==> src/rtl/core/hkct_pkg.sv <==
`timescale 1ns / 1ps
// Shared types and constants of the hotkey command translator.
// No dependencies; every other file of the block imports this package.
package hkct_pkg;

    // Request codes as they arrive on the input channel
    localparam logic [2:0] REQ_KEY_EVENT = 3'd0;
    localparam logic [2:0] REQ_LOOKUP    = 3'd1;
    localparam logic [2:0] REQ_END_FRAME = 3'd2;
    localparam logic [2:0] REQ_FORCE_ON  = 3'd3;
    localparam logic [2:0] REQ_ADD       = 3'd4;

    // Modifier rule codes
    localparam logic [1:0] RULE_EITHER = 2'd0;
    localparam logic [1:0] RULE_DOWN   = 2'd1;
    localparam logic [1:0] RULE_UP     = 2'd2;
    localparam logic [1:0] RULE_NEVER  = 2'd3;

    localparam int unsigned FLAG_W = 64;

    typedef enum logic [2:0] {
        OP_KEY,
        OP_LOOKUP,
        OP_END_FRAME,
        OP_FORCE_ON,
        OP_ADD,
        OP_NOP
    } op_t;

    // Classified request as it travels from front to back
    typedef struct packed {
        op_t        op;
        logic [7:0] scan_code;
        logic       key_pressed;
        logic       ctrl_down;
        logic       shift_down;
        logic       alt_down;
        logic       force_clear;
        logic [5:0] command_num;
        logic [1:0] ctrl_rule;
        logic [1:0] shift_rule;
        logic [1:0] alt_rule;
    } req_t;

    // One binding table entry, 20 bits
    typedef struct packed {
        logic [7:0] scan_code;
        logic [1:0] ctrl_rule;
        logic [1:0] shift_rule;
        logic [1:0] alt_rule;
        logic [5:0] command_num;
    } bind_t;

    function automatic logic rule_ok(input logic [1:0] rule, input logic held);
        logic ok;
        unique case (rule)
            RULE_EITHER: ok = 1'b1;
            RULE_DOWN:   ok = held;
            RULE_UP:     ok = !held;
            RULE_NEVER:  ok = 1'b0;
            default:     ok = 1'b0;
        endcase
        return ok;
    endfunction

    function automatic logic mods_ok(input bind_t b, input logic c, input logic s,
                                     input logic a);
        return rule_ok(b.ctrl_rule, c) && rule_ok(b.shift_rule, s)
            && rule_ok(b.alt_rule, a);
    endfunction

endpackage

==> src/rtl/core/hkct_front.sv <==
`timescale 1ns / 1ps
// Front end: accepts input requests, decodes the request type and
// registers the classified request for the queue. Depends on hkct_pkg.
module hkct_front (
    input  logic               aclk,
    input  logic               aresetn,
    input  logic               s_valid,
    output logic               s_ready,
    input  logic [2:0]         s_req_type,
    input  logic [7:0]         s_scan_code,
    input  logic               s_key_pressed,
    input  logic               s_ctrl_down,
    input  logic               s_shift_down,
    input  logic               s_alt_down,
    input  logic               s_force_clear,
    input  logic [5:0]         s_command_num,
    input  logic [1:0]         s_ctrl_rule,
    input  logic [1:0]         s_shift_rule,
    input  logic [1:0]         s_alt_rule,
    output logic               push_valid,
    input  logic               push_ready,
    output hkct_pkg::req_t     push_req
);
    import hkct_pkg::*;

    logic hold_valid_reg, hold_valid_next;
    req_t hold_req_reg, hold_req_next;
    op_t  op_dec;

    always_comb begin
        unique case (s_req_type)
            REQ_KEY_EVENT: op_dec = OP_KEY;
            REQ_LOOKUP:    op_dec = OP_LOOKUP;
            REQ_END_FRAME: op_dec = OP_END_FRAME;
            REQ_FORCE_ON:  op_dec = OP_FORCE_ON;
            REQ_ADD:       op_dec = OP_ADD;
            default:       op_dec = OP_NOP;
        endcase
    end

    assign s_ready    = !hold_valid_reg || push_ready;
    assign push_valid = hold_valid_reg;
    assign push_req   = hold_req_reg;

    always_comb begin
        hold_valid_next = hold_valid_reg && !push_ready;
        hold_req_next   = hold_req_reg;
        if (s_valid && s_ready) begin
            hold_valid_next          = 1'b1;
            hold_req_next.op          = op_dec;
            hold_req_next.scan_code   = s_scan_code;
            hold_req_next.key_pressed = s_key_pressed;
            hold_req_next.ctrl_down   = s_ctrl_down;
            hold_req_next.shift_down  = s_shift_down;
            hold_req_next.alt_down    = s_alt_down;
            hold_req_next.force_clear = s_force_clear;
            hold_req_next.command_num = s_command_num;
            hold_req_next.ctrl_rule   = s_ctrl_rule;
            hold_req_next.shift_rule  = s_shift_rule;
            hold_req_next.alt_rule    = s_alt_rule;
        end
    end

    always_ff @(posedge aclk) begin
        if (!aresetn) begin
            hold_valid_reg <= 1'b0;
        end else begin
            hold_valid_reg <= hold_valid_next;
        end
        hold_req_reg <= hold_req_next;
    end

endmodule

==> config.mk <==
export PLATFORM = sky130hd
export DESIGN_NAME = hkct_front
export DESIGN_NICKNAME = d
export VERILOG_FILES = /design/src/rtl/core/hkct_pkg.sv /design/src/rtl/core/hkct_front.sv
export SDC_FILE = /design/constraint.sdc
export NUM_CORES = 1
export LEC_CHECK = 0
export ABC_AREA = 1
export ABC_CLOCK_PERIOD_IN_PS = 3500
export BUFFER_PORTS_ARGS = -buffer_cell sky130_fd_sc_hd__clkbuf_2
export CAP_MARGIN = 30
export CORE_MARGIN = 4
export CORE_UTILIZATION = 42
export DETAILED_ROUTE_END_ITERATION = 6
export GPL_TIMING_DRIVEN = 0
export PLACE_DENSITY_LB_ADDON = 0.25
export SETUP_SLACK_MARGIN = 0.2
export SLEW_MARGIN = 20
export SYNTH_ARGS = -nofsm -noshare
export SYNTH_HDL_FRONTEND = slang
export SYNTH_SLANG_ARGS = --single-unit
==> constraint.sdc <==
create_clock -name aclk -period 3.5 [get_ports aclk]
set_clock_uncertainty 0.05 [all_clocks]
set_input_delay 0.175 -clock aclk [delete_from_list [all_inputs] [get_ports aclk]]
set_output_delay 0.175 -clock aclk [all_outputs]
set_load 0.02 [all_outputs]
==> results_dict.tcl <==
set metrics [dict create \
    path_max_fanout 20 \
    power_density_mw_per_mm2 434 \
    clkTransAtPathRegs_ps 80 \
    antenna_found_initial 0 \
    synth_cell_types 10 \
    rrSetupSlack_ps 2210 \
    synth.avg_cell_area_sq_um 23.4 \
    finalMaxSlewViolations 0 \
    fin_crit_sh_pct 36.9 \
    yosys_warnings 0 \
    outcome "completed" \
    worst_setup_path_start_kind "flip-flop" \
    hold_depth 2 \
    coreArea_sq_mm 0.00200 \
    drt_iter0_markers 13 \
    fmax_mhz 773 \
    p_int_mw 0.534 \
    drive_above_1_share_pct 52.6 \
    fin_crit_ps 1290 \
    hold_end "push_req[25]" \
    cts_resized 0 \
    syn_inst 39 \
    met1_length_um 684 \
    ff2ff_path_depth 2 \
    setup_slack_ps 2210 \
    cts_root_buf "clkbuf_4" \
    cts_setup_buffers 0 \
    viasPerCell 4.27 \
    synth.largest_area_cell "edfxtp_1" \
    drv_cap 0 \
    wl_per_cell_um 12.5 \
    dp.cells 128 \
    rows 16 \
    place.gp.congestion 0.596 \
    cts_buffers 5 \
    synth_area_leaders "edfxtp_1 92%, dfxtp_1 2.2%, inv_1 1.2%" \
    layout.nets 166 \
    p_clk_share_pct 25.9 \
    fin_cells 162 \
    power_leakage_nw 0.716 \
    setup_viol 0 \
    grt_overflow 0 \
    clk_path_buf_depth 2 \
    wl_met2_mm 1.09 \
    fin_hold_ws_ps 73.5 \
    timing.rr.start "push_valid" \
    start_util_pct 45.5 \
    hold_viol 0 \
    wl_met3_um 225 \
    clk_latency_ps 320 \
    hp-class "in -> reg" \
    switching_power_mw 0.159 \
    rsz0062_at_grt "no" \
    mappedNetlistNets 71 \
    grt_pass1_vias 703 \
    drt_wl_total_mm 2.03 \
    synthMuxAreaShare_pct 0 \
    grt_pass1_wl_mm 3.04 \
    highest_layer "met4" \
    via_count 691 \
    io_buffers 61 \
    drc 0 \
    synth-seq-cells 29 \
    peakVddDrop_mv 0.275 \
    synth_xor_area_share_pct 0 \
    htreeDepth 2 \
    cts_hold_buf 26 \
    path_class "reg -> reg" \
    diodes 0 \
    cts_sinks 29 \
    setup_tns_ps 0 \
    die_h_um 54.6 \
    grt_start_max_net_pins 21 \
    tightest_slew_ps 403 \
    p_sw_share_pct 22.9 \
    synth_top_area_share_pct 92.3 \
    syn-cell-area_sq_um 911 \
    crit_path_start "push_valid" \
    cp-end-kind "flip-flop" \
    pwr-share-seq_pct 59.2 \
    design.die.area_sq_mm 0.00298 \
    relSlewSlack_pct 73.1 \
    pre_cts_slack_ps 2200 \
    ys_seq_area_share_pct 94.5 \
    area_growth_pct 75.4 \
    cts_tree "done" \
    yosys.area_share.simple_pct 1.10 \
    r2r_end "push_req[4]" \
    synthAdderAreaFrac_pct 0 \
    grt_util_all_layers_pct 16.0 \
    firstDrtPassIters 3 \
    pin_count 62 \
    hold_path.startpoint "s_req_type[0]" \
    antenna_left 0 \
    synth_compound_area_share_pct 2.34 \
    dieWidth_um 54.6 \
    required_ps 3480 \
    combinationalPowerShare_pct 14.9 \
    dpl.hpwl_mm 1.37 \
    synth_top_family_by_area "compound AO/OA/AOI/OAI gates" \
    arrival_ps 1280 \
]
-- cell usage in the layout (no fill, tap or decap) --
| master | instances |
|---|---|
| a21o_1 | 1 |
| a21oi_2 | 1 |
| a21oi_4 | 1 |
| buf_16 | 1 |
| clkbuf_1 | 4 |
| clkbuf_2 | 61 |
| clkbuf_4 | 5 |
| dfxtp_1 | 1 |
| dlygate4sd3_1 | 26 |
| edfxtp_1 | 28 |
| inv_1 | 3 |
| inv_2 | 1 |
| nand2_2 | 1 |
| nor2_1 | 1 |
-- sequential cells by signal, summed over array words and instances, names as in the netlist --
name and cells:
push_valid 1, push_req 28
-- worst max-delay path by stage --
| stage | endpoint | slack (ps) | cells past startpoint |
|---|---|---|---|
| floorplan | push_req[0] | 1200 | 1 |
| global placement | push_req[2] | 880 | 1 |
| detailed placement | push_req[2] | 2200 | 2 |
| CTS | push_req[2] | 2180 | 2 |
| global route | push_req[19] | 2150 | 2 |
| finish | push_req[4] | 2210 | 2 |
-- metrics by stage --
| step | utilization, % | cell area [sq um] | power [mW] |
|---|---|---|---|
| 2_1_floorplan | - | 911 | 0.455 |
| 3_3_place_gp | 62.4 | 1250 | 0.491 |
| 3_5_place_dp | 64.4 | 1290 | 0.499 |
| 4_1_cts | 79.8 | 1600 | 0.702 |
| 5_1_grt | 79.8 | 1600 | 0.729 |
| 6_report | 79.8 | 1600 | 0.693 |
-- area by class of cell --
cell class,count,area (sq um)
Sequential cell,29,861
Timing Repair Buffer,88,593
Fill cell,125,404
Clock buffer,8,48.8
Multi-Input combinational cell,5,42.5
Tap cell,27,33.8
Inverter,4,15.0
Buffer,1,3.75
-- critical path, stage by stage, from the launching register on --
cell     delay, ps
dfxtp_1        360
a21oi_4        380
buf_16         210
-- metal layers --
metal	global-route usage, %	vias up
met2	28.3	44
li1	-	335
met5	0	-
met4	7.47	0
met1	14.6	309
met3	8.99	3
-- cells by family after synthesis --
logic type / Yosys count
DFF: 29
buffers and inverters: 5
AOI/OAI and AO/OA: 3
and+or+nand+nor: 2
-- Yosys cell counts --
cell type	number
a21o_1	1
a21oi_1	1
a21oi_2	1
clkbuf_1	1
dfxtp_1	1
edfxtp_1	28
inv_1	3
inv_2	1
nand2_2	1
nor2_1	1
-- power groups by stage --
stage / clock network (mW) / registers, mW / logic [mW]
finish: 0.179 / 0.410 / 0.103
floorplan: 0 / 0.445 / 0.0103
global placement: 0 / 0.418 / 0.0725
CTS: 0.188 / 0.410 / 0.104
detailed placement: 0 / 0.418 / 0.0808
global route: 0.205 / 0.412 / 0.112
(Power assumes the default switching activity.)
