**config.mk**
```make
export PLATFORM = sky130hd
export DESIGN_NAME = hkct_queue
export DESIGN_NICKNAME = d
export VERILOG_FILES = /design/src/rtl/core/hkct_pkg.sv /design/src/rtl/core/hkct_queue.sv
export SDC_FILE = /design/constraint.sdc
export NUM_CORES = 1
export LEC_CHECK = 0
export BUFFER_PORTS_ARGS = -buffer_cell sky130_fd_sc_hd__buf_2
export CORE_AREA = 8 8 97 77
export DETAILED_ROUTE_END_ITERATION = 10
export DIE_AREA = 0 0 105 85
export PLACE_DENSITY = 0.69
export REMOVE_ABC_BUFFERS = 1
export SLEW_MARGIN = 15
export SYNTH_ARGS = -nofsm -noshare
export SYNTH_HDL_FRONTEND = slang
export SYNTH_SLANG_ARGS = --single-unit
```
**constraint.sdc**
```tcl
create_clock -name aclk -period 1.9 [get_ports aclk]
set_input_delay 0.095 -clock aclk [delete_from_list [all_inputs] [get_ports aclk]]
set_output_delay 0.095 -clock aclk [all_outputs]
set_load 0.02 [all_outputs]
```
**src/rtl/core/hkct_pkg.sv**
```systemverilog
`timescale 1ns / 1ps
// Shared types and constants of the hotkey command translator.
// No dependencies; every other file of the block imports this package.
package hkct_pkg;

    // Request codes as they arrive on the input channel
    localparam logic [2:0] REQ_KEY_EVENT = 3'd0;
    localparam logic [2:0] REQ_LOOKUP    = 3'd1;
    localparam logic [2:0] REQ_END_FRAME = 3'd2;
    localparam logic [2:0] REQ_FORCE_ON  = 3'd3;
    localparam logic [2:0] REQ_ADD       = 3'd4;

    // Modifier rule codes
    localparam logic [1:0] RULE_EITHER = 2'd0;
    localparam logic [1:0] RULE_DOWN   = 2'd1;
    localparam logic [1:0] RULE_UP     = 2'd2;
    localparam logic [1:0] RULE_NEVER  = 2'd3;

    localparam int unsigned FLAG_W = 64;

    typedef enum logic [2:0] {
        OP_KEY,
        OP_LOOKUP,
        OP_END_FRAME,
        OP_FORCE_ON,
        OP_ADD,
        OP_NOP
    } op_t;

    // Classified request as it travels from front to back
    typedef struct packed {
        op_t        op;
        logic [7:0] scan_code;
        logic       key_pressed;
        logic       ctrl_down;
        logic       shift_down;
        logic       alt_down;
        logic       force_clear;
        logic [5:0] command_num;
        logic [1:0] ctrl_rule;
        logic [1:0] shift_rule;
        logic [1:0] alt_rule;
    } req_t;

    // One binding table entry, 20 bits
    typedef struct packed {
        logic [7:0] scan_code;
        logic [1:0] ctrl_rule;
        logic [1:0] shift_rule;
        logic [1:0] alt_rule;
        logic [5:0] command_num;
    } bind_t;

    function automatic logic rule_ok(input logic [1:0] rule, input logic held);
        logic ok;
        unique case (rule)
            RULE_EITHER: ok = 1'b1;
            RULE_DOWN:   ok = held;
            RULE_UP:     ok = !held;
            RULE_NEVER:  ok = 1'b0;
            default:     ok = 1'b0;
        endcase
        return ok;
    endfunction

    function automatic logic mods_ok(input bind_t b, input logic c, input logic s,
                                     input logic a);
        return rule_ok(b.ctrl_rule, c) && rule_ok(b.shift_rule, s)
            && rule_ok(b.alt_rule, a);
    endfunction

endpackage

```
**src/rtl/core/hkct_queue.sv**
```systemverilog
`timescale 1ns / 1ps
// Two-entry request queue between front and back end.
// Depends on hkct_pkg for the request type.
module hkct_queue (
    input  logic           aclk,
    input  logic           aresetn,
    input  logic           wr_valid,
    output logic           wr_ready,
    input  hkct_pkg::req_t wr_req,
    output logic           rd_valid,
    input  logic           rd_ready,
    output hkct_pkg::req_t rd_req
);
    import hkct_pkg::*;

    req_t       slot_reg [2];
    logic       wr_ptr_reg, wr_ptr_next;
    logic       rd_ptr_reg, rd_ptr_next;
    logic [1:0] fill_reg, fill_next;
    logic       do_wr, do_rd;

    assign wr_ready = (fill_reg != 2'd2);
    assign rd_valid = (fill_reg != 2'd0);
    assign rd_req   = slot_reg[rd_ptr_reg];
    assign do_wr    = wr_valid && wr_ready;
    assign do_rd    = rd_valid && rd_ready;

    always_comb begin
        wr_ptr_next = wr_ptr_reg ^ do_wr;
        rd_ptr_next = rd_ptr_reg ^ do_rd;
        fill_next   = fill_reg + {1'b0, do_wr} - {1'b0, do_rd};
    end

    always_ff @(posedge aclk) begin
        if (!aresetn) begin
            wr_ptr_reg <= 1'b0;
            rd_ptr_reg <= 1'b0;
            fill_reg   <= 2'd0;
        end else begin
            wr_ptr_reg <= wr_ptr_next;
            rd_ptr_reg <= rd_ptr_next;
            fill_reg   <= fill_next;
        end
        if (do_wr) begin
            slot_reg[wr_ptr_reg] <= wr_req;
        end
    end

endmodule

```
==> reports/results.tsv <==
stage	metric	value	unit
floorplanning	Die Y	85	um
power	Power per Cell Area	1170	nW/um2
detailed_routing	total wire length	4270	um
timing	Max-slew headroom	74.0	%
floorplanning	Initial Utilization	38.2	%
worst_hold_path	cell count of the worst hold path	2	
final_layout	synth-to-layout area growth	38.5	%
synthesis	post-synth top area cell	edfxtp_1	
outcome	status	finished, final reports clean	
placement	dpl cells	258	
critical_path	CP startpoint kind	flop	
clock_tree	total CTS buffers	9	
final_layout	n_diodes	0	
critical_path	Req. time, crit path	1.80	ns
critical_path	ordered cell list for the critical path	buf_4 > mux2_2 > buf_2	
synthesis	Yosys top cell area share	73.4	%
final_layout	Final nets	250	
timing	Final min period	1.65	ns
critical_path	endpoint class of the critical path	output port	
power	Pleak	1.22	nW
detailed_routing	First-pass DRT Iterations	4	
synthesis	Post-synth EDFFs	56	
timing	RSZ-0062 raised after global routing	no	
critical_path	WP depth	3	
placement	Post-DP Area	2720	um2
synthesis	largest family of logic cells by synthesized area	multiplexers	
placement	worst slack at placement	0.443	ns
timing	final period utilization	86.7	%
final_layout	Final Cell Area	3180	um2
floorplanning	Ports	62	
worst_hold_path	min-delay src	aresetn	
critical_path	Crit path largest cell delay	0.40	ns
final_layout	Reg area	1780	um2
synthesis	xor and xnor area share after synthesis	0.382	%
critical_path	R2R cell count	4	
synthesis	ys async rst share	0	%
critical_path	worst r2r src	fill_reg[0]$_SDFF_PN0_	
final_layout	area of the multi-input gates	477	um2
synthesis	Synth Area in Simple Gates	3.55	%
floorplanning	die area	8930	um2
clock_tree	worst skew pair latency	0.32	ns
timing	final setup fails	0	
synthesis	top-count cell post-synth	edfxtp_1	
synthesis	Synth Area in Compound Gates	1.58	%
timing	max-slew violation count	0	
detailed_routing	vias post-DR	1325	
clock_tree	postcts setup bufs	0	
global_route	vias in the first global route	1400	
timing	TNS Setup	0	ns
critical_path	crit path buf inv count	2	
synthesis	Synth cell types	22	
run	maxcap violations	0	
placement	RePlAce Congestion	0.674	
global_route	pin count of the biggest net entering global routing	29	
synthesis	FF+latch count, synth	61	
synthesis	synthesized area per cell	19.8	um2
synthesis	Ys Warns	0	
synthesis	adder-cell share of the synthesized area	1.09	%
critical_path	CP top delay family	buffers and inverters	
critical_path	r2r setup slk	0.40	ns
critical_path	Setup CP Type	flop to output port	
global_route	GRT overflow	0	
synthesis	register area share after synthesis	77.7	%
clock_tree	clock sinks	61	
power	Peak VDD IR	446	uV
final_layout	Fillers	514	
global_route	initial antenna violation count	0	
clock_tree	Root Buffer	clkbuf_8	
timing	Final Hold Viols	0	
synthesis	most area-consuming cells after synthesis	edfxtp_1 (73%), mux2_2 (14%), dfxtp_1 (4.4%)	
critical_path	CP arrival	1.55	ns
floorplanning	Core Rows	25	
global_route	first-pass GRT wire length	6720	um
placement	IO buf count	61	
worst_hold_path	worst hold path class	primary input to flop	
floorplanning	DIE WIDTH	105	um
timing	final setup margin	0.253	ns
timing	Max Freq	0.607	GHz
detailed_routing	average wire per standard cell	14.2	um
detailed_routing	First DRT Iteration DRCs	26	
synthesis	mapped cell area	2290	um2
clock_tree	cts repair resizes	0	
critical_path	Critical Path Slowest Stage Cell	mux2_2	
global_route	GRT Overall Usage	9.89	%
final_layout	Finished Core Util	52.9	%
critical_path	crit-path max FO	28	
timing	Slew @ Worst Pin	0.390	ns
final_layout	max reg flops	56	
clock_tree	H-tree depth	3	
final_layout	share of layout cells above drive strength 1	48.6	%
detailed_routing	vias per cell	4.40	
detailed_routing	antenna-violating nets left	0	
clock_tree	clk buf depth	2	
detailed_routing	DRC Markers	0	
final_layout	Non-Filler Instances	301	
clock_tree	CTS tree	yes	
synthesis	mux share of post-synthesis cell area	14.2	%
clock_tree	CTS clk-pin slew, worst paths	0.06	ns
placement	dpl hpwl	2720	um
synthesis	Primary FF master, synth	edfxtp_1	
floorplanning	Core ar.	6010	um2
timing	final setup skew	0.00431	ns
critical_path	Critical R2R Capture	slot_reg[0][25]$_DFFE_PP_	
synthesis	post-synthesis cell count	116	
synthesis	synth cell count leaders	edfxtp_1 (56), mux2_2 (28), dfxtp_1 (5)	
## layout make-up
class | count | share of cell area [%]
clock buffers | 9 | 3.90
flip-flops and latches | 61 | 56.1
well taps | 81 | 3.19
multi-input cells | 51 | 15.0
repair buffers | 92 | 19.9
clock inverters | 6 | 1.73
inverters | 1 | 0.118
## kinds of logic (layout without fill, tap and decap cells)
family / count (synthesis) / after routing
AO/OA/AOI/OAI: 5 / 5
XOR/XNOR: 1 / 1
adder cells (fa/ha/maj): 2 / 2
buffers and inverters: 4 / 108
flip-flops: 61 / 61
multiplexers: 29 / 29
AND/OR/NAND/NOR: 14 / 14
## worst register-to-register path, cell delays in order, from the launching register on
cell,delay (ns)
dfxtp_1,0.46
nand2b_1,0.19
and2_1,0.14
ha_1,0.19
buf_12,0.20
## layer usage
layer / wire length, um / track usage (%) / up-vias
met1: 1850 / 10.4 / 629
met4: 23 / 3.10 / 0
met2: 2050 / 15.8 / 47
met3: 345 / 6.43 / 4
met5: 0 / 0 / -
li1: - / - / 645
## stage by stage
step           total power, W  hold slack (ns)
2_1_floorplan         0.00236            0.194
3_3_place_gp          0.00268            0.285
3_5_place_dp          0.00270            0.287
4_1_cts               0.00380           0.0306
5_1_grt               0.00391           0.0464
6_report              0.00373           0.0593
## cells in the final DEF, fill, tap and decap left out
cell type / Yosys / layout
a211oi_1: 1 / 1
a21bo_1: 1 / 1
a32oi_1: 1 / 1
and2_1: 4 / 4
and3_1: 1 / 1
buf_12: 0 / 2
buf_2: 0 / 61
buf_4: 1 / 1
bufinv_16: 0 / 1
clkbuf_8: 0 / 9
clkinv_1: 0 / 2
clkinv_2: 0 / 2
clkinvlp_4: 0 / 1
dfxtp_1: 5 / 5
dlygate4sd3_1: 0 / 28
edfxtp_1: 56 / 56
ha_1: 2 / 2
inv_1: 1 / 1
mux2_2: 28 / 28
mux2i_1: 1 / 1
nand2_1: 1 / 1
nand2b_1: 1 / 1
nand3_1: 1 / 1
nor2_1: 2 / 2
nor2b_1: 2 / 2
o21ai_0: 2 / 2
or2_2: 1 / 1
or2b_2: 1 / 1
xnor2_1: 1 / 1
## what timing repair did
action,CTS,global route
endpoints found under the hold margin,56,0
hold buffers,28,0
setup endpoints to repair,0,0
## where the power goes
group / leakage [nW] / internal [W] / switching, W
Combinational: 0.560 / 0.000433 / 0.000549
Sequential: 0.565 / 0.00166 / 0.0000573
Clock: 0.0899 / 0.000583 / 0.000442
Total: 1.22 / 0.00268 / 0.00105
## worst max-delay path by stage
| stage | startpoint | to | slack (ns) |
|---|---|---|---|
| after floorplan | fill_reg[0]$_SDFF_PN0_ | slot_reg[0][0]$_DFFE_PP_ | -0.05 |
| after global placement | fill_reg[0]$_SDFF_PN0_ | slot_reg[0][14]$_DFFE_PP_ | 0.52 |
| after detailed placement | fill_reg[0]$_SDFF_PN0_ | slot_reg[0][3]$_DFFE_PP_ | 0.44 |
| after CTS | flop | rd_req[6] | 0.23 |
| after global routing | flop | rd_req[15] | 0.16 |
| final | flop | rd_req[15] | 0.25 |
No activity file was read; power rests on OpenSTA's default activity.
